===== config.mk =====
export PLATFORM = sky130hd
export DESIGN_NAME = anpp_front
export DESIGN_NICKNAME = d
export VERILOG_FILES = /design/src/rtl/anpp_pkg.sv /design/src/rtl/anpp_front.sv
export VERILOG_INCLUDE_DIRS = /design/src /design/src/rtl
export SDC_FILE = /design/constraint.sdc
export NUM_CORES = 1
export LEC_CHECK = 0
export BUFFER_PORTS_ARGS = -buffer_cell sky130_fd_sc_hd__buf_2
export CORE_UTILIZATION = 45
export DETAILED_ROUTE_END_ITERATION = 10
export PLACE_DENSITY = 0.67
export SLEW_MARGIN = 20
export SYNTH_ARGS = -nofsm -noshare
export SYNTH_HDL_FRONTEND = slang
export SYNTH_SLANG_ARGS = --single-unit

===== constraint.sdc =====
create_clock -name clk -period 10.6 [get_ports clk]
set_clock_uncertainty 0.05 [all_clocks]
set_input_delay 2.12 -clock clk [delete_from_list [all_inputs] [get_ports clk]]
set_output_delay 2.12 -clock clk [all_outputs]
set_load 0.01 [all_outputs]

===== src/rtl/assert_macros.svh =====
// Assertion macros shared by the picker RTL.
// Expects clk and rst_n in the scope of each use.
`ifndef ASSERT_MACROS_SVH
`define ASSERT_MACROS_SVH

// cond holds at every clock edge out of reset
`define ANPP_ASSERT_ALWAYS(lbl, cond, msg) \
    lbl: assert property (@(posedge clk) disable iff (!rst_n) (cond)) else $error(msg);

// cons holds in the cycle after ante
`define ANPP_ASSERT_NEXT(lbl, ante, cons, msg) \
    lbl: assert property (@(posedge clk) disable iff (!rst_n) (ante) |=> (cons)) \
        else $error(msg);

`endif


===== src/rtl/anpp_pkg.sv =====
// Types and constants of the angular nearest point picker.
// No dependencies; used by the top level, anpp_front and anpp_back.
`timescale 1ns / 1ps
package anpp_pkg;

    localparam int COORD_W    = 32;
    localparam int UNIT_W     = 16;
    localparam int VEC_W      = 34;
    localparam int INDEX_W    = 8;
    localparam int CFG_IDX_W  = 4;
    localparam int CFG_DATA_W = 32;
    localparam int RED_W      = 24;
    localparam int SQ_W       = 50;
    localparam int PROD_W     = 48;
    localparam int LEN_W      = 25;
    localparam int REM_W      = 26;
    localparam int QUO_W      = 15;
    localparam int DOT_W      = 32;
    localparam int STEP_W     = 5;
    localparam int RAY_STEPS  = 8;
    localparam int SQ_STEPS   = 3;
    localparam int SQRT_STEPS = 25;
    localparam int DIV_STEPS  = 15;
    localparam int DOT_STEPS  = 3;
    localparam int FIFO_DEPTH = 2;
    localparam int PTR_W      = $clog2(FIFO_DEPTH);
    localparam int FCNT_W     = $clog2(FIFO_DEPTH + 1);

    localparam logic signed [UNIT_W-1:0] QUAT_W_RESET  = 16'sd16384;
    localparam logic signed [UNIT_W-1:0] COS_SEP_RESET = 16'sd15826;
    localparam logic [QUO_W-1:0]         UNIT_ONE      = 15'd16384;

    typedef enum logic [CFG_IDX_W-1:0] {
        REG_ORIGIN_X = 4'd0,
        REG_ORIGIN_Y = 4'd1,
        REG_ORIGIN_Z = 4'd2,
        REG_QUAT_X   = 4'd3,
        REG_QUAT_Y   = 4'd4,
        REG_QUAT_Z   = 4'd5,
        REG_QUAT_W   = 4'd6,
        REG_COS_SEP  = 4'd7
    } cfg_reg_t;

    typedef struct packed {
        logic signed [COORD_W-1:0] point_x;
        logic signed [COORD_W-1:0] point_y;
        logic signed [COORD_W-1:0] point_z;
        logic                      last_point;
    } item_t;

    typedef struct packed {
        logic                      found;
        logic [INDEX_W-1:0]        pick_index;
        logic signed [COORD_W-1:0] pick_x;
        logic signed [COORD_W-1:0] pick_y;
        logic signed [COORD_W-1:0] pick_z;
    } result_t;

    typedef struct packed {
        item_t                   item;
        logic signed [VEC_W-1:0] dx;
        logic signed [VEC_W-1:0] dy;
        logic signed [VEC_W-1:0] dz;
    } queue_word_t;

    typedef struct packed {
        logic signed [UNIT_W-1:0] qx;
        logic signed [UNIT_W-1:0] qy;
        logic signed [UNIT_W-1:0] qz;
        logic signed [UNIT_W-1:0] qw;
        logic signed [UNIT_W-1:0] cos_sep;
    } ray_cfg_t;

    typedef enum logic [3:0] {
        ST_IDLE,
        ST_RAY,
        ST_MAG,
        ST_SHIFT,
        ST_SQ,
        ST_SQRT,
        ST_DIV,
        ST_DOT,
        ST_UPDATE,
        ST_EMIT
    } back_state_t;

endpackage


===== src/rtl/anpp_front.sv =====
// Front end of the picker: input queue, forms the origin-to-point vector.
// Depends on anpp_pkg and assert_macros.svh.
`timescale 1ns / 1ps
`include "assert_macros.svh"
module anpp_front import anpp_pkg::*;
(
    input  logic                      clk,
    input  logic                      rst_n,
    input  item_t                     item,
    input  logic                      push,
    output logic                      full,
    input  logic signed [COORD_W-1:0] origin_x,
    input  logic signed [COORD_W-1:0] origin_y,
    input  logic signed [COORD_W-1:0] origin_z,
    output queue_word_t               head,
    output logic                      head_valid,
    input  logic                      take
);

    queue_word_t        slot_reg [FIFO_DEPTH];
    logic [PTR_W-1:0]   wr_ptr_reg;
    logic [PTR_W-1:0]   rd_ptr_reg;
    logic [FCNT_W-1:0]  count_reg;
    queue_word_t        word_in;
    logic               pushing;
    logic               taking;

    assign full       = (count_reg == FCNT_W'(FIFO_DEPTH));
    assign head_valid = (count_reg != '0);
    assign head       = slot_reg[rd_ptr_reg];
    assign pushing    = push && !full;
    assign taking     = take && head_valid;

    always_comb
    begin
        word_in.item = item;
        word_in.dx   = {{2{item.point_x[COORD_W-1]}}, item.point_x}
                     - {{2{origin_x[COORD_W-1]}}, origin_x};
        word_in.dy   = {{2{item.point_y[COORD_W-1]}}, item.point_y}
                     - {{2{origin_y[COORD_W-1]}}, origin_y};
        word_in.dz   = {{2{item.point_z[COORD_W-1]}}, item.point_z}
                     - {{2{origin_z[COORD_W-1]}}, origin_z};
    end

    always_ff @(posedge clk)
    begin
        if (pushing)
        begin
            slot_reg[wr_ptr_reg] <= word_in;
        end
    end

    always_ff @(posedge clk or negedge rst_n)
    begin
        if (!rst_n)
        begin
            wr_ptr_reg <= '0;
            rd_ptr_reg <= '0;
            count_reg  <= '0;
        end
        else
        begin
            if (pushing)
            begin
                wr_ptr_reg <= (wr_ptr_reg == PTR_W'(FIFO_DEPTH - 1)) ? '0 : wr_ptr_reg + 1'b1;
            end
            if (taking)
            begin
                rd_ptr_reg <= (rd_ptr_reg == PTR_W'(FIFO_DEPTH - 1)) ? '0 : rd_ptr_reg + 1'b1;
            end
            if (pushing && !taking)
            begin
                count_reg <= count_reg + 1'b1;
            end
            else if (taking && !pushing)
            begin
                count_reg <= count_reg - 1'b1;
            end
        end
    end

    `ANPP_ASSERT_ALWAYS(a_count_range, count_reg <= FCNT_W'(FIFO_DEPTH), "queue count overflow")
    `ANPP_ASSERT_NEXT(a_count_grow, pushing && !taking, count_reg == $past(count_reg) + 1'b1, "queue count did not grow")

endmodule


==> results.cfg <==
[place]
dp.cells = 2394
portBuffers = 397
hpwl_mm = 32.9
place.gp.congestion = 0.920

[detailed_routing]
initialDrtViolationCount = 790
ant_nets = 0
drc_errors = 0
wl_per_cell_um = 18.7
dr.pass1.iters = 5
finalWirelength_mm = 46.3
viasPerCell = 5.26
via_count = 13027

[global_route]
grt_pass1_vias = 13214
grt_usage = 0.202
grt_max_degree = 76
grt_pass1_wl_mm = 69.7
grt_antenna_before_repair = 5
overflow = 0

[floorplanning]
coreArea_um2 = 43200
fp.dieW_um = 211
io_pins = 398
rows = 76
die_h_um = 211
initial_utilization = 0.457
die_area_um2 = 44700

[clock_network]
cts-root-buf = clkbuf_16
clockBufferDepth = 3
cts.sinks = 396
clk_latency_ns = 0.55
clkSlewWorstSetupHoldPaths_ns = 0.06
cts_hold_buf = 0
cts_inserted_buffers = 44
ctsResizeCount = 0
cts_tree = built
cts_setup_buffers = 0
cts_htree_levels = 2

[sta]
final.min_clock_period_ns = 5.21
hold_viol_final = 0
setup_viol = 0
rsz0062_at_grt = no
worstMarginPinSlew_ns = 1.07
maxSlewViolCount = 0
max_freq_mhz = 192
slew_headroom = 0.285
fin_crit_sh = 0.492
setup_tns_ns = 0

[yosys]
synth_xor_area_frac = 0.0395
yosys_warnings = 0
synthesis.nets = 1748
synth_area_leaders = edfxtp_1 (60%), mux2_2 (11%), ha_1 (6.1%)
synthSimpleGateAreaFrac = 0.0525
ys.flop_type = edfxtp_1
synth_cell_types = 77
mappedNetlistArea_um2 = 19800
yosysMostFrequentCell = edfxtp_1
yosysSeqAreaShare = 0.601
yosys.area.top_type_share = 0.596
synth_top_family_by_area = multiplexers
synth-compound-area-share = 0.0964
synthArstFlopShare = 0.0101
synth_seq_cells = 396
synth_fa_ha_area_frac = 0.0645
synthCells = 1451
synth_common_cells = edfxtp_1 (392), mux2_2 (196), inv_1 (125)
synth_enable_flop_cells = 392
yosysTopAreaCell = edfxtp_1
syn_area_per_cell_um2 = 13.6
muxShareOfSynthArea = 0.112

[power]
irDropWorstVdd_mv = 0.140
pwr_density_cell_nw_per_um2 = 237
leakage_uw = 0.00954
power_uw = 5610

[min_path]
hold_start = count_reg[0]
hold_end = count_reg[0]
hold_path_class = reg2reg
hold_depth = 1

[critical_path]
start_kind = register
worstPathMaxFanout = 75
reg2reg_depth = 4
crit_type = reg2out
r2r-end = slot_reg[1][39]
rrSetupSlack_ns = 7.53
critPathCaptureType = primary output
r2r-start = count_reg[0]
required_ns = 8.43
crit_arrival_ns = 3.04

[final_layout]
nFillCells = 3683
fin_cells = 2476
drive_gt1_frac = 0.365
syn_to_final_growth_pct = 19.9
nNetsFinal = 2152
largest_reg_flops = 392

[job]
cap_violations = 0

[outcome]
outcome = finished, final reports clean
placed cells by master, fill, tap and decap left out, types with 10 or more instances in the layout:
cell type and n:
clkinv_1 10, xor2_1 36, a21oi_1 94, mux2_2 196, nand4_1 18, o21a_1 14, a31oi_1 13, nand2b_1 10
o21bai_1 11, clkbuf_1 14, o21ai_0 43, inv_1 125, nor2_1 37, clkbuf_16 45, nand2_1 67, edfxtp_1 392
nand3_1 15, ha_1 97, a21o_1 32, nor2b_1 15, xnor2_1 53, buf_2 397
cell type report:
class	instances	area, um^2	share of cell area
diodes	3	7.51	0.000317
repair buffers	406	2050	0.0867
clock inverters	20	145	0.00613
inverters	125	469	0.0198
flip-flops and latches	396	11900	0.501
multi-input cells	882	7220	0.305
clock buffers	59	1180	0.0498
well taps	585	732	0.0309
worst max-delay path by stage:
stage,from,endpoint,slack (ns),depth (start not counted)
after detailed placement,item[1],slot_reg[0][33],5.67,12
after floorplan,push,slot_reg[0][0],2.78,2
final,rd_ptr_reg,head[101],5.39,3
after global routing,rd_ptr_reg,head[100],5.18,3
after global placement,item[1],slot_reg[0][33],5.72,12
after CTS,rd_ptr_reg,head[100],5.25,3
worst max-delay path: stages, from the launching register on:
cell     delay, ns
dfrtp_4       0.89
buf_4         0.93
mux2_2        0.47
buf_2         0.15
metrics by stage:
step,hold WS (ns),util,area (um^2),worst slack [ns]
after floorplan,0.406,-,19800,2.78
after global placement,0.422,0.518,22400,5.72
after detailed placement,0.446,0.518,22400,5.67
after CTS,0.470,0.548,23700,5.25
after global routing,0.504,0.549,23700,5.18
final,0.467,0.549,23700,5.39
kinds of logic after synthesis:
kind of cell	count (synthesis)
mux	197
simple gates	208
xor+xnor	89
compound gates	288
buf+inv	173
flops	396
fa+ha+maj	100
routing by layer:
metal,routed length (um),global-route usage
met5,9,0
met3,3550,0.0524
met4,1350,0.0780
met1,18800,0.245
met2,22600,0.344
power by group:
part	leakage (uW)	total [uW]	switching, uW	internal, uW
clock	0.000635	1420	597	826
sequential	0.00369	2320	113	2210
combinational	0.00522	1860	1070	796
(Power assumes the default switching activity.)
