<file path="config.mk">
export PLATFORM = sky130hd
export DESIGN_NAME = anpp_back
export DESIGN_NICKNAME = d
export VERILOG_FILES = /design/src/rtl/anpp_pkg.sv /design/src/rtl/anpp_back.sv
export VERILOG_INCLUDE_DIRS = /design/src /design/src/rtl
export SDC_FILE = /design/constraint.sdc
export NUM_CORES = 2
export LEC_CHECK = 0
export ABC_AREA = 1
export BUFFER_PORTS_ARGS = -buffer_cell sky130_fd_sc_hd__buf_2
export CORE_UTILIZATION = 55
export DETAILED_ROUTE_END_ITERATION = 16
export HOLD_SLACK_MARGIN = 0.05
export PLACE_DENSITY = 0.7
export SLEW_MARGIN = 5
export SYNTH_ARGS = -nofsm -noshare
export SYNTH_HDL_FRONTEND = slang
export SYNTH_SLANG_ARGS = --single-unit
export TNS_END_PERCENT = 50
</file>
<file path="constraint.sdc">
create_clock -name clk -period 30.1 [get_ports clk]
set_clock_uncertainty 0.1 [all_clocks]
set_input_delay 1.505 -clock clk [delete_from_list [all_inputs] [get_ports clk]]
set_output_delay 1.505 -clock clk [all_outputs]
set_load 0.03 [all_outputs]
</file>
<file path="src/rtl/assert_macros.svh">
// Assertion macros shared by the picker RTL.
// Expects clk and rst_n in the scope of each use.
`ifndef ASSERT_MACROS_SVH
`define ASSERT_MACROS_SVH

// cond holds at every clock edge out of reset
`define ANPP_ASSERT_ALWAYS(lbl, cond, msg) \
    lbl: assert property (@(posedge clk) disable iff (!rst_n) (cond)) else $error(msg);

// cons holds in the cycle after ante
`define ANPP_ASSERT_NEXT(lbl, ante, cons, msg) \
    lbl: assert property (@(posedge clk) disable iff (!rst_n) (ante) |=> (cons)) \
        else $error(msg);

`endif

</file>
<file path="src/rtl/anpp_pkg.sv">
// Types and constants of the angular nearest point picker.
// No dependencies; used by the top level, anpp_front and anpp_back.
`timescale 1ns / 1ps
package anpp_pkg;

    localparam int COORD_W    = 32;
    localparam int UNIT_W     = 16;
    localparam int VEC_W      = 34;
    localparam int INDEX_W    = 8;
    localparam int CFG_IDX_W  = 4;
    localparam int CFG_DATA_W = 32;
    localparam int RED_W      = 24;
    localparam int SQ_W       = 50;
    localparam int PROD_W     = 48;
    localparam int LEN_W      = 25;
    localparam int REM_W      = 26;
    localparam int QUO_W      = 15;
    localparam int DOT_W      = 32;
    localparam int STEP_W     = 5;
    localparam int RAY_STEPS  = 8;
    localparam int SQ_STEPS   = 3;
    localparam int SQRT_STEPS = 25;
    localparam int DIV_STEPS  = 15;
    localparam int DOT_STEPS  = 3;
    localparam int FIFO_DEPTH = 2;
    localparam int PTR_W      = $clog2(FIFO_DEPTH);
    localparam int FCNT_W     = $clog2(FIFO_DEPTH + 1);

    localparam logic signed [UNIT_W-1:0] QUAT_W_RESET  = 16'sd16384;
    localparam logic signed [UNIT_W-1:0] COS_SEP_RESET = 16'sd15826;
    localparam logic [QUO_W-1:0]         UNIT_ONE      = 15'd16384;

    typedef enum logic [CFG_IDX_W-1:0] {
        REG_ORIGIN_X = 4'd0,
        REG_ORIGIN_Y = 4'd1,
        REG_ORIGIN_Z = 4'd2,
        REG_QUAT_X   = 4'd3,
        REG_QUAT_Y   = 4'd4,
        REG_QUAT_Z   = 4'd5,
        REG_QUAT_W   = 4'd6,
        REG_COS_SEP  = 4'd7
    } cfg_reg_t;

    typedef struct packed {
        logic signed [COORD_W-1:0] point_x;
        logic signed [COORD_W-1:0] point_y;
        logic signed [COORD_W-1:0] point_z;
        logic                      last_point;
    } item_t;

    typedef struct packed {
        logic                      found;
        logic [INDEX_W-1:0]        pick_index;
        logic signed [COORD_W-1:0] pick_x;
        logic signed [COORD_W-1:0] pick_y;
        logic signed [COORD_W-1:0] pick_z;
    } result_t;

    typedef struct packed {
        item_t                   item;
        logic signed [VEC_W-1:0] dx;
        logic signed [VEC_W-1:0] dy;
        logic signed [VEC_W-1:0] dz;
    } queue_word_t;

    typedef struct packed {
        logic signed [UNIT_W-1:0] qx;
        logic signed [UNIT_W-1:0] qy;
        logic signed [UNIT_W-1:0] qz;
        logic signed [UNIT_W-1:0] qw;
        logic signed [UNIT_W-1:0] cos_sep;
    } ray_cfg_t;

    typedef enum logic [3:0] {
        ST_IDLE,
        ST_RAY,
        ST_MAG,
        ST_SHIFT,
        ST_SQ,
        ST_SQRT,
        ST_DIV,
        ST_DOT,
        ST_UPDATE,
        ST_EMIT
    } back_state_t;

endpackage

</file>
<file path="src/rtl/anpp_back.sv">
// Back end of the picker: ray and point unit vectors, cosine, best tracking.
// Depends on anpp_pkg and assert_macros.svh.
`timescale 1ns / 1ps
`include "assert_macros.svh"
module anpp_back import anpp_pkg::*;
#(
    parameter int MAX_POINTS = 256
)
(
    input  logic        clk,
    input  logic        rst_n,
    input  ray_cfg_t    rcfg,
    input  logic        cfg_wr,
    input  queue_word_t head,
    input  logic        head_valid,
    output logic        take,
    output result_t     result,
    output logic        empty,
    input  logic        pop
);

    localparam int CNT_W = $clog2(MAX_POINTS + 1);

    back_state_t               state_reg;
    back_state_t               state_next;
    logic [STEP_W-1:0]         step_reg;
    queue_word_t               cur_reg;
    logic                      counted_reg;
    logic                      ray_ok_reg;
    logic                      ray_zero_reg;
    logic                      sel_ray_reg;
    logic                      zero_cos_reg;
    logic signed [VEC_W-1:0]   ray_reg [3];
    logic signed [DOT_W-1:0]   sprod_reg;
    logic [VEC_W-1:0]          mag_reg [3];
    logic                      neg_reg [3];
    logic [VEC_W-1:0]          m_reg;
    logic [PROD_W-1:0]         sqp_reg;
    logic [SQ_W-1:0]           sum_reg;
    logic [SQ_W-1:0]           n_reg;
    logic [SQ_W-1:0]           res_reg;
    logic [SQ_W-1:0]           bit_reg;
    logic [REM_W-1:0]          rem_reg [3];
    logic [QUO_W-1:0]          quo_reg [3];
    logic signed [UNIT_W-1:0]  ur_reg [3];
    logic signed [UNIT_W-1:0]  ud_reg [3];
    logic signed [DOT_W-1:0]   dot_reg;
    logic signed [UNIT_W-1:0]  best_cos_reg;
    logic                      have_best_reg;
    logic [CNT_W-1:0]          best_pos_reg;
    logic signed [COORD_W-1:0] best_x_reg;
    logic signed [COORD_W-1:0] best_y_reg;
    logic signed [COORD_W-1:0] best_z_reg;
    logic [CNT_W-1:0]          cnt_reg;
    result_t                   out_reg;
    logic                      out_valid_reg;

    logic signed [VEC_W-1:0]   vec_sel [3];
    logic [VEC_W-1:0]          mag_in [3];
    logic [VEC_W-1:0]          m_in;
    logic signed [UNIT_W-1:0]  mul_a;
    logic signed [UNIT_W-1:0]  mul_b;
    logic signed [VEC_W-1:0]   p_ext;
    logic [2:0]                role;
    logic [RED_W-1:0]          sq_op;
    logic [SQ_W-1:0]           trial;
    logic                      sq_ge;
    logic [LEN_W-1:0]          len;
    logic [REM_W-1:0]          div_t [3];
    logic                      div_ge [3];
    logic signed [UNIT_W-1:0]  unit_out [3];
    logic [DOT_W-1:0]          dot_mag;
    logic [QUO_W-1:0]          cos_mag;
    logic signed [UNIT_W-1:0]  cos_val;
    logic                      better;
    logic                      found;
    logic                      emit_ok;
    logic                      emit_go;
    logic                      miss_clean;
    logic                      set_clear;
    logic                      under_max;
    logic [CNT_W+INDEX_W-1:0]  pos_ext;

    assign result     = out_reg;
    assign empty      = !out_valid_reg;
    assign emit_ok    = !out_valid_reg || pop;
    assign emit_go    = (state_reg == ST_EMIT) && emit_ok;
    assign under_max  = (cnt_reg < CNT_W'(MAX_POINTS));
    assign pos_ext    = {{INDEX_W{1'b0}}, best_pos_reg};
    assign miss_clean = out_reg.found || (out_reg.pick_index == '0 && out_reg.pick_x == '0);
    assign set_clear  = !have_best_reg && cnt_reg == '0 && !empty;

    always_comb
    begin
        vec_sel[0] = sel_ray_reg ? ray_reg[0] : cur_reg.dx;
        vec_sel[1] = sel_ray_reg ? ray_reg[1] : cur_reg.dy;
        vec_sel[2] = sel_ray_reg ? ray_reg[2] : cur_reg.dz;
        for (int i = 0; i < 3; i++)
        begin
            mag_in[i] = vec_sel[i][VEC_W-1] ? VEC_W'(-vec_sel[i]) : VEC_W'(vec_sel[i]);
        end
        m_in = mag_in[0];
        if (mag_in[1] > m_in)
        begin
            m_in = mag_in[1];
        end
        if (mag_in[2] > m_in)
        begin
            m_in = mag_in[2];
        end
    end

    // shared 16x16 multiplier operands: quaternion products, then dot product
    always_comb
    begin
        mul_a = '0;
        mul_b = '0;
        if (state_reg == ST_RAY)
        begin
            case (step_reg[2:0])
                3'd0:    begin mul_a = rcfg.qx; mul_b = rcfg.qz; end
                3'd1:    begin mul_a = rcfg.qw; mul_b = rcfg.qy; end
                3'd2:    begin mul_a = rcfg.qw; mul_b = rcfg.qx; end
                3'd3:    begin mul_a = rcfg.qy; mul_b = rcfg.qz; end
                3'd4:    begin mul_a = rcfg.qx; mul_b = rcfg.qx; end
                3'd5:    begin mul_a = rcfg.qy; mul_b = rcfg.qy; end
                3'd6:    begin mul_a = rcfg.qz; mul_b = rcfg.qz; end
                default: begin mul_a = rcfg.qw; mul_b = rcfg.qw; end
            endcase
        end
        else
        begin
            case (step_reg[1:0])
                2'd0:    begin mul_a = ur_reg[0]; mul_b = ud_reg[0]; end
                2'd1:    begin mul_a = ur_reg[1]; mul_b = ud_reg[1]; end
                default: begin mul_a = ur_reg[2]; mul_b = ud_reg[2]; end
            endcase
        end
        p_ext = {{2{sprod_reg[DOT_W-1]}}, sprod_reg};
        role  = step_reg[2:0] - 3'd1;
    end

    always_comb
    begin
        case (step_reg[1:0])
            2'd0:    sq_op = mag_reg[0][RED_W-1:0];
            2'd1:    sq_op = mag_reg[1][RED_W-1:0];
            default: sq_op = mag_reg[2][RED_W-1:0];
        endcase
        trial = res_reg + bit_reg;
        sq_ge = (n_reg >= trial);
        len   = res_reg[LEN_W-1:0];
        for (int i = 0; i < 3; i++)
        begin
            div_t[i]    = (step_reg == '0) ? {2'b00, mag_reg[i][RED_W-1:0]}
                                           : {rem_reg[i][REM_W-2:0], 1'b0};
            div_ge[i]   = (div_t[i] >= {1'b0, len});
            unit_out[i] = neg_reg[i] ? -{1'b0, quo_reg[i][QUO_W-2:0], div_ge[i]}
                                     :  {1'b0, quo_reg[i][QUO_W-2:0], div_ge[i]};
        end
    end

    always_comb
    begin
        dot_mag = dot_reg[DOT_W-1] ? DOT_W'(-dot_reg) : DOT_W'(dot_reg);
        cos_mag = (dot_mag[DOT_W-1:14] > {3'b000, UNIT_ONE}) ? UNIT_ONE : dot_mag[28:14];
        if (zero_cos_reg)
        begin
            cos_val = '0;
        end
        else
        begin
            cos_val = dot_reg[DOT_W-1] ? -{1'b0, cos_mag} : {1'b0, cos_mag};
        end
        better = !have_best_reg || (cos_val > best_cos_reg);
        found  = have_best_reg && (best_cos_reg >= rcfg.cos_sep);
    end

    always_comb
    begin
        state_next = state_reg;
        unique case (state_reg)
            ST_IDLE:
            begin
                if (head_valid)
                begin
                    if (!under_max)
                    begin
                        state_next = ST_UPDATE;
                    end
                    else
                    begin
                        state_next = ray_ok_reg ? ST_MAG : ST_RAY;
                    end
                end
            end
            ST_RAY:
            begin
                if (step_reg == STEP_W'(RAY_STEPS))
                begin
                    state_next = ST_MAG;
                end
            end
            ST_MAG:
            begin
                if (m_in == '0 || (!sel_ray_reg && ray_zero_reg))
                begin
                    state_next = ST_UPDATE;
                end
                else
                begin
                    state_next = ST_SHIFT;
                end
            end
            ST_SHIFT:
            begin
                if (m_reg[VEC_W-1:RED_W] == '0)
                begin
                    state_next = ST_SQ;
                end
            end
            ST_SQ:
            begin
                if (step_reg == STEP_W'(SQ_STEPS))
                begin
                    state_next = ST_SQRT;
                end
            end
            ST_SQRT:
            begin
                if (step_reg == STEP_W'(SQRT_STEPS - 1))
                begin
                    state_next = ST_DIV;
                end
            end
            ST_DIV:
            begin
                if (step_reg == STEP_W'(DIV_STEPS - 1))
                begin
                    state_next = sel_ray_reg ? ST_MAG : ST_DOT;
                end
            end
            ST_DOT:
            begin
                if (step_reg == STEP_W'(DOT_STEPS))
                begin
                    state_next = ST_UPDATE;
                end
            end
            ST_UPDATE:
            begin
                state_next = cur_reg.item.last_point ? ST_EMIT : ST_IDLE;
            end
            ST_EMIT:
            begin
                if (emit_ok)
                begin
                    state_next = ST_IDLE;
                end
            end
            default:
            begin
                state_next = ST_IDLE;
            end
        endcase
    end

    always_comb
    begin
        take = 1'b0;
        unique case (state_reg)
            ST_IDLE: take = head_valid;
            default: take = 1'b0;
        endcase
    end

    always_ff @(posedge clk or negedge rst_n)
    begin
        if (!rst_n)
        begin
            state_reg <= ST_IDLE;
        end
        else
        begin
            state_reg <= state_next;
        end
    end

    // datapath and set state
    always_ff @(posedge clk or negedge rst_n)
    begin
        if (!rst_n)
        begin
            step_reg      <= '0;
            counted_reg   <= 1'b0;
            ray_ok_reg    <= 1'b0;
            ray_zero_reg  <= 1'b0;
            sel_ray_reg   <= 1'b0;
            zero_cos_reg  <= 1'b0;
            best_cos_reg  <= '0;
            have_best_reg <= 1'b0;
            best_pos_reg  <= '0;
            best_x_reg    <= '0;
            best_y_reg    <= '0;
            best_z_reg    <= '0;
            cnt_reg       <= '0;
            out_valid_reg <= 1'b0;
        end
        else
        begin
            step_reg <= (state_next != state_reg) ? '0 : step_reg + 1'b1;
            if (emit_go)
            begin
                out_valid_reg <= 1'b1;
            end
            else if (pop && out_valid_reg)
            begin
                out_valid_reg <= 1'b0;
            end
            case (state_reg)
                ST_IDLE:
                begin
                    if (head_valid)
                    begin
                        counted_reg <= under_max;
                        sel_ray_reg <= !ray_ok_reg;
                    end
                end
                ST_MAG:
                begin
                    zero_cos_reg <= 1'b1;
                    if (sel_ray_reg && m_in == '0)
                    begin
                        ray_zero_reg <= 1'b1;
                        ray_ok_reg   <= 1'b1;
                    end
                end
                ST_DIV:
                begin
                    if (step_reg == STEP_W'(DIV_STEPS - 1) && sel_ray_reg)
                    begin
                        ray_zero_reg <= 1'b0;
                        ray_ok_reg   <= 1'b1;
                        sel_ray_reg  <= 1'b0;
                    end
                end
                ST_DOT:
                begin
                    zero_cos_reg <= 1'b0;
                end
                ST_UPDATE:
                begin
                    if (counted_reg)
                    begin
                        if (better)
                        begin
                            best_cos_reg  <= cos_val;
                            have_best_reg <= 1'b1;
                            best_pos_reg  <= cnt_reg;
                            best_x_reg    <= cur_reg.item.point_x;
                            best_y_reg    <= cur_reg.item.point_y;
                            best_z_reg    <= cur_reg.item.point_z;
                        end
                        cnt_reg <= cnt_reg + 1'b1;
                    end
                end
                ST_EMIT:
                begin
                    if (emit_ok)
                    begin
                        best_cos_reg  <= '0;
                        have_best_reg <= 1'b0;
                        best_pos_reg  <= '0;
                        best_x_reg    <= '0;
                        best_y_reg    <= '0;
                        best_z_reg    <= '0;
                        cnt_reg       <= '0;
                    end
                end
                default:
                begin
                end
            endcase
            if (cfg_wr)
            begin
                ray_ok_reg <= 1'b0;
            end
        end
    end

    always_ff @(posedge clk)
    begin
        case (state_reg)
            ST_IDLE:
            begin
                if (head_valid)
                begin
                    cur_reg <= head;
                end
                for (int i = 0; i < 3; i++)
                begin
                    ray_reg[i] <= '0;
                end
            end
            ST_RAY:
            begin
                if (step_reg < STEP_W'(RAY_STEPS))
                begin
                    sprod_reg <= mul_a * mul_b;
                end
                if (step_reg != '0)
                begin
                    case (role) inside
                        3'd0, 3'd1: ray_reg[0] <= ray_reg[0] - (p_ext <<< 1);
                        3'd2:       ray_reg[1] <= ray_reg[1] + (p_ext <<< 1);
                        3'd3:       ray_reg[1] <= ray_reg[1] - (p_ext <<< 1);
                        3'd4, 3'd5: ray_reg[2] <= ray_reg[2] + p_ext;
                        default:    ray_reg[2] <= ray_reg[2] - p_ext;
                    endcase
                end
            end
            ST_MAG:
            begin
                for (int i = 0; i < 3; i++)
                begin
                    mag_reg[i] <= mag_in[i];
                    neg_reg[i] <= vec_sel[i][VEC_W-1];
                end
                m_reg <= m_in;
            end
            ST_SHIFT:
            begin
                if (m_reg[VEC_W-1:RED_W] != '0)
                begin
                    for (int i = 0; i < 3; i++)
                    begin
                        mag_reg[i] <= mag_reg[i] >> 1;
                    end
                    m_reg <= m_reg >> 1;
                end
            end
            ST_SQ:
            begin
                sqp_reg <= sq_op * sq_op;
                case (step_reg[1:0])
                    2'd0:    sum_reg <= '0;
                    2'd1:    sum_reg <= {2'b00, sqp_reg};
                    2'd2:    sum_reg <= sum_reg + {2'b00, sqp_reg};
                    default:
                    begin
                        n_reg   <= sum_reg + {2'b00, sqp_reg};
                        res_reg <= '0;
                        bit_reg <= {2'b01, {(SQ_W-2){1'b0}}};
                    end
                endcase
            end
            ST_SQRT:
            begin
                if (sq_ge)
                begin
                    n_reg   <= n_reg - trial;
                    res_reg <= (res_reg >> 1) + bit_reg;
                end
                else
                begin
                    res_reg <= res_reg >> 1;
                end
                bit_reg <= bit_reg >> 2;
            end
            ST_DIV:
            begin
                for (int i = 0; i < 3; i++)
                begin
                    rem_reg[i] <= div_ge[i] ? div_t[i] - {1'b0, len} : div_t[i];
                    quo_reg[i] <= {quo_reg[i][QUO_W-2:0], div_ge[i]};
                end
                if (step_reg == STEP_W'(DIV_STEPS - 1))
                begin
                    for (int i = 0; i < 3; i++)
                    begin
                        if (sel_ray_reg)
                        begin
                            ur_reg[i] <= unit_out[i];
                        end
                        else
                        begin
                            ud_reg[i] <= unit_out[i];
                        end
                    end
                end
            end
            ST_DOT:
            begin
                sprod_reg <= mul_a * mul_b;
                case (step_reg[1:0])
                    2'd0:    dot_reg <= '0;
                    2'd1:    dot_reg <= sprod_reg;
                    default: dot_reg <= dot_reg + sprod_reg;
                endcase
            end
            ST_EMIT:
            begin
                if (emit_ok)
                begin
                    out_reg.found      <= found;
                    out_reg.pick_index <= found ? pos_ext[INDEX_W-1:0] : '0;
                    out_reg.pick_x     <= found ? best_x_reg : '0;
                    out_reg.pick_y     <= found ? best_y_reg : '0;
                    out_reg.pick_z     <= found ? best_z_reg : '0;
                end
            end
            default:
            begin
            end
        endcase
    end

    `ANPP_ASSERT_ALWAYS(a_cnt_max, cnt_reg <= CNT_W'(MAX_POINTS), "point count beyond limit")
    `ANPP_ASSERT_ALWAYS(a_miss_zero, empty || miss_clean, "miss word carries data")
    `ANPP_ASSERT_NEXT(a_set_clear, emit_go, set_clear, "set not cleared on emit")

endmodule
</file>
==> results.toml <==
[final_layout]
largest_reg_flops = 199
nets = 13193
final-seq-area_mm2 = 0.0342
fillCellCount = 15307
multi_input_area_mm2 = 0.0545
drive_gt1_share_pct = 7.48
area_delta_synth_final_pct = 9.14

[worst_setup_path]
endpoint_kind = "register"
max_stage_delay_ps = 820
r2r_end = "sprod_reg[30]"
rrSetupSlack_ps = 19200
cpMostUsedCell = "nand2_1"
endpoint = "sprod_reg[30]"
critPathBufInv = 7
start_kind = "register"
cp.required_ps = 30550
crit_start = "step_reg[0]"
cp_max_fo = 13
rr_startpoint = "step_reg[0]"
reg2reg_depth = 40
path_delay_family = "adder cells"
cp.depth = 40
critPathSlowestCell = "nor3_1"
cp.arrival_ps = 11350
worstSetupPathType = "register to register"

[grt]
grt_max_degree = 122
antenna_found_initial = 24
grt_most_used_layer = "met2"
track_usage_pct = 33.0
grt_util_met1_pct = 43.5
grt.met3_usage_pct = 4.62
grtUsageMet2_pct = 54.1
grt_pass1_vias = 78787
overflow = 0
grt_pass1_wl_mm = 456

[cts]
cts_setup_buffers = 0
clk_latency_ps = 810
cts_hold_buffers = 0
cts-buffers-inserted = 137
cts_tree = "yes"
htreeDepth = 4
cts.clk_slew.worst_paths_ps = 60
cts_buffer_depth = 3
clock_sinks = 1163
cts_resized = 0
root_buffer = "clkbuf_16"

[logic_synthesis]
synth.most_common_cell = "nand2_1"
synth_edf_count = 1018
yosysWarnings = 0
ys_top_cells_by_area = "edfxtp_1 31%, fa_1 14%, ha_1 9.7%"
ys_seq_area_share_pct = 35.0
syn-num-nets = 12891
synth.distinct_cells = 73
synth_common_cells = "2,215 x nand2_1, 2,040 x inv_1, 1,018 x edfxtp_1"
syn_avg_cell_area_um2 = 8.75
yosysTopAreaCell = "edfxtp_1"
syn-instance-count = 11158
synth_area_mm2 = 0.0976
ys.flop_type = "edfxtp_1"
synth_top_area_share_pct = 31.3
async_flop_share_pct = 12.5
synth_seq_cells = 1163

[detailed_routing]
first_iter_violations = 7136
remaining_drc_errors = 0
vias_per_cell = 5.71
antenna_left = 0
routed_wl_mm = 297
wl_per_cell_um = 21.3
firstDrtPassIters = 8
num_vias = 79529

[sta]
rsz0062_at_grt = "false"
slew_violations = 0
fin_crit_ps = 10900
slew_headroom_pct = 21.5
max_slew.worst_pin.slew_ps = 1170
fmax_mhz = 91.8
tns_ps = 0
hold_viol_final = 0
post-route-period-util_pct = 36.2
finalSetupViolCount = 0
layout_setup_ws_ps = 19200

[place]
dpl.hpwl_mm = 234
portBuffers = 390
pre_cts_ws_ps = 19500
place.gp.congestion = 0.990

[floorplan]
dieArea_mm2 = 0.179
io_pins = 391
core_mm2 = 0.176
rows = 154
start_util_pct = 55.4
die_x_um = 423
die_h_um = 423

[hold_path]
hold_class = "register to register"
holdCritStartpoint = "cur_reg[133]"
min_delay_path_depth = 2

[status]
outcome = "completed"

[flow_run]
cap_violations = 0
## per-layer routing
layer	wire (µm)	vias to the layer above	part of all wire, %
li1	-	36996	-
met1	121000	38635	41
met2	140000	3231	47
met3	20800	665	7.0
met4	14400	2	4.8
met5	13	-	0.0044
## placed cells by master (no fill, tap or decap), types with 28 or more instances in the layout
cell          n
a21oi_1     667
a22o_1       46
a31oi_1     100
buf_2       389
buf_4        85
clkbuf_1     29
clkbuf_16   137
dfrtp_1     144
edfxtp_1   1018
fa_1        694
ha_1        753
inv_1      2036
inv_2        31
mux2i_1      38
nand2_1    2213
nand3_1     246
nand4_1      91
nor2_1      771
nor3_1      104
nor4_1       31
o21a_1       33
o21ai_0     759
o21ai_1      44
o21bai_1     33
o22ai_1      80
o31ai_1      28
or2_2        53
xnor2_1     165
xor2_1      353
## area by class of cell
type	count	share of cell area (%)
diodes	23	0.0540
clock buffers	176	3.45
clock inverters	71	0.653
inverters	2081	7.34
multi-input cells	7601	51.2
flip-flops and latches	1163	32.1
well taps	2340	2.75
repair buffers	476	2.46
## kinds of logic (layout without fill, tap and decap cells)
group                      Yosys count  after routing  synth area share, %
and+or+nand+nor                   3616           3616                 15.2
muxes                               40             40                0.415
AOI/OAI and AO/OA                 1977           1977                 11.4
adders and majority gates         1449           1449                 23.9
xor gates and xnor gates           519            519                 4.67
other                                0             23                    0
DFF                               1163           1163                 35.0
buffers and inverters             2394           2804                 9.35
## metrics by stage
stage	cell area [µm²]	cells	hold slack (ps)	util [%]
6_report	107000	13931	344	60.5
5_1_grt	106000	13923	364	60.5
2_1_floorplan	97600	11158	326	-
4_1_cts	106000	13908	342	60.4
3_5_place_dp	102000	13661	338	58.0
3_3_place_gp	102000	13661	335	58.0
## worst min-delay path: stages (launching register included)
cell and delay, ps:
edfxtp_1 320, nand2_1 40, o21ai_0 50
## worst min-delay path by stage
stage	end	slack, ps
after CTS	best_z_reg[21]	340
after floorplan	quo_reg[0][25]	330
after global placement	best_y_reg[0]	330
after global routing	best_z_reg[18]	360
after detailed placement	quo_reg[0][25]	340
final	best_z_reg[30]	340
Power is left out: the tool's default activity adds up to more than one toggle a clock period on the data nets, which glitch-free logic cannot reach.
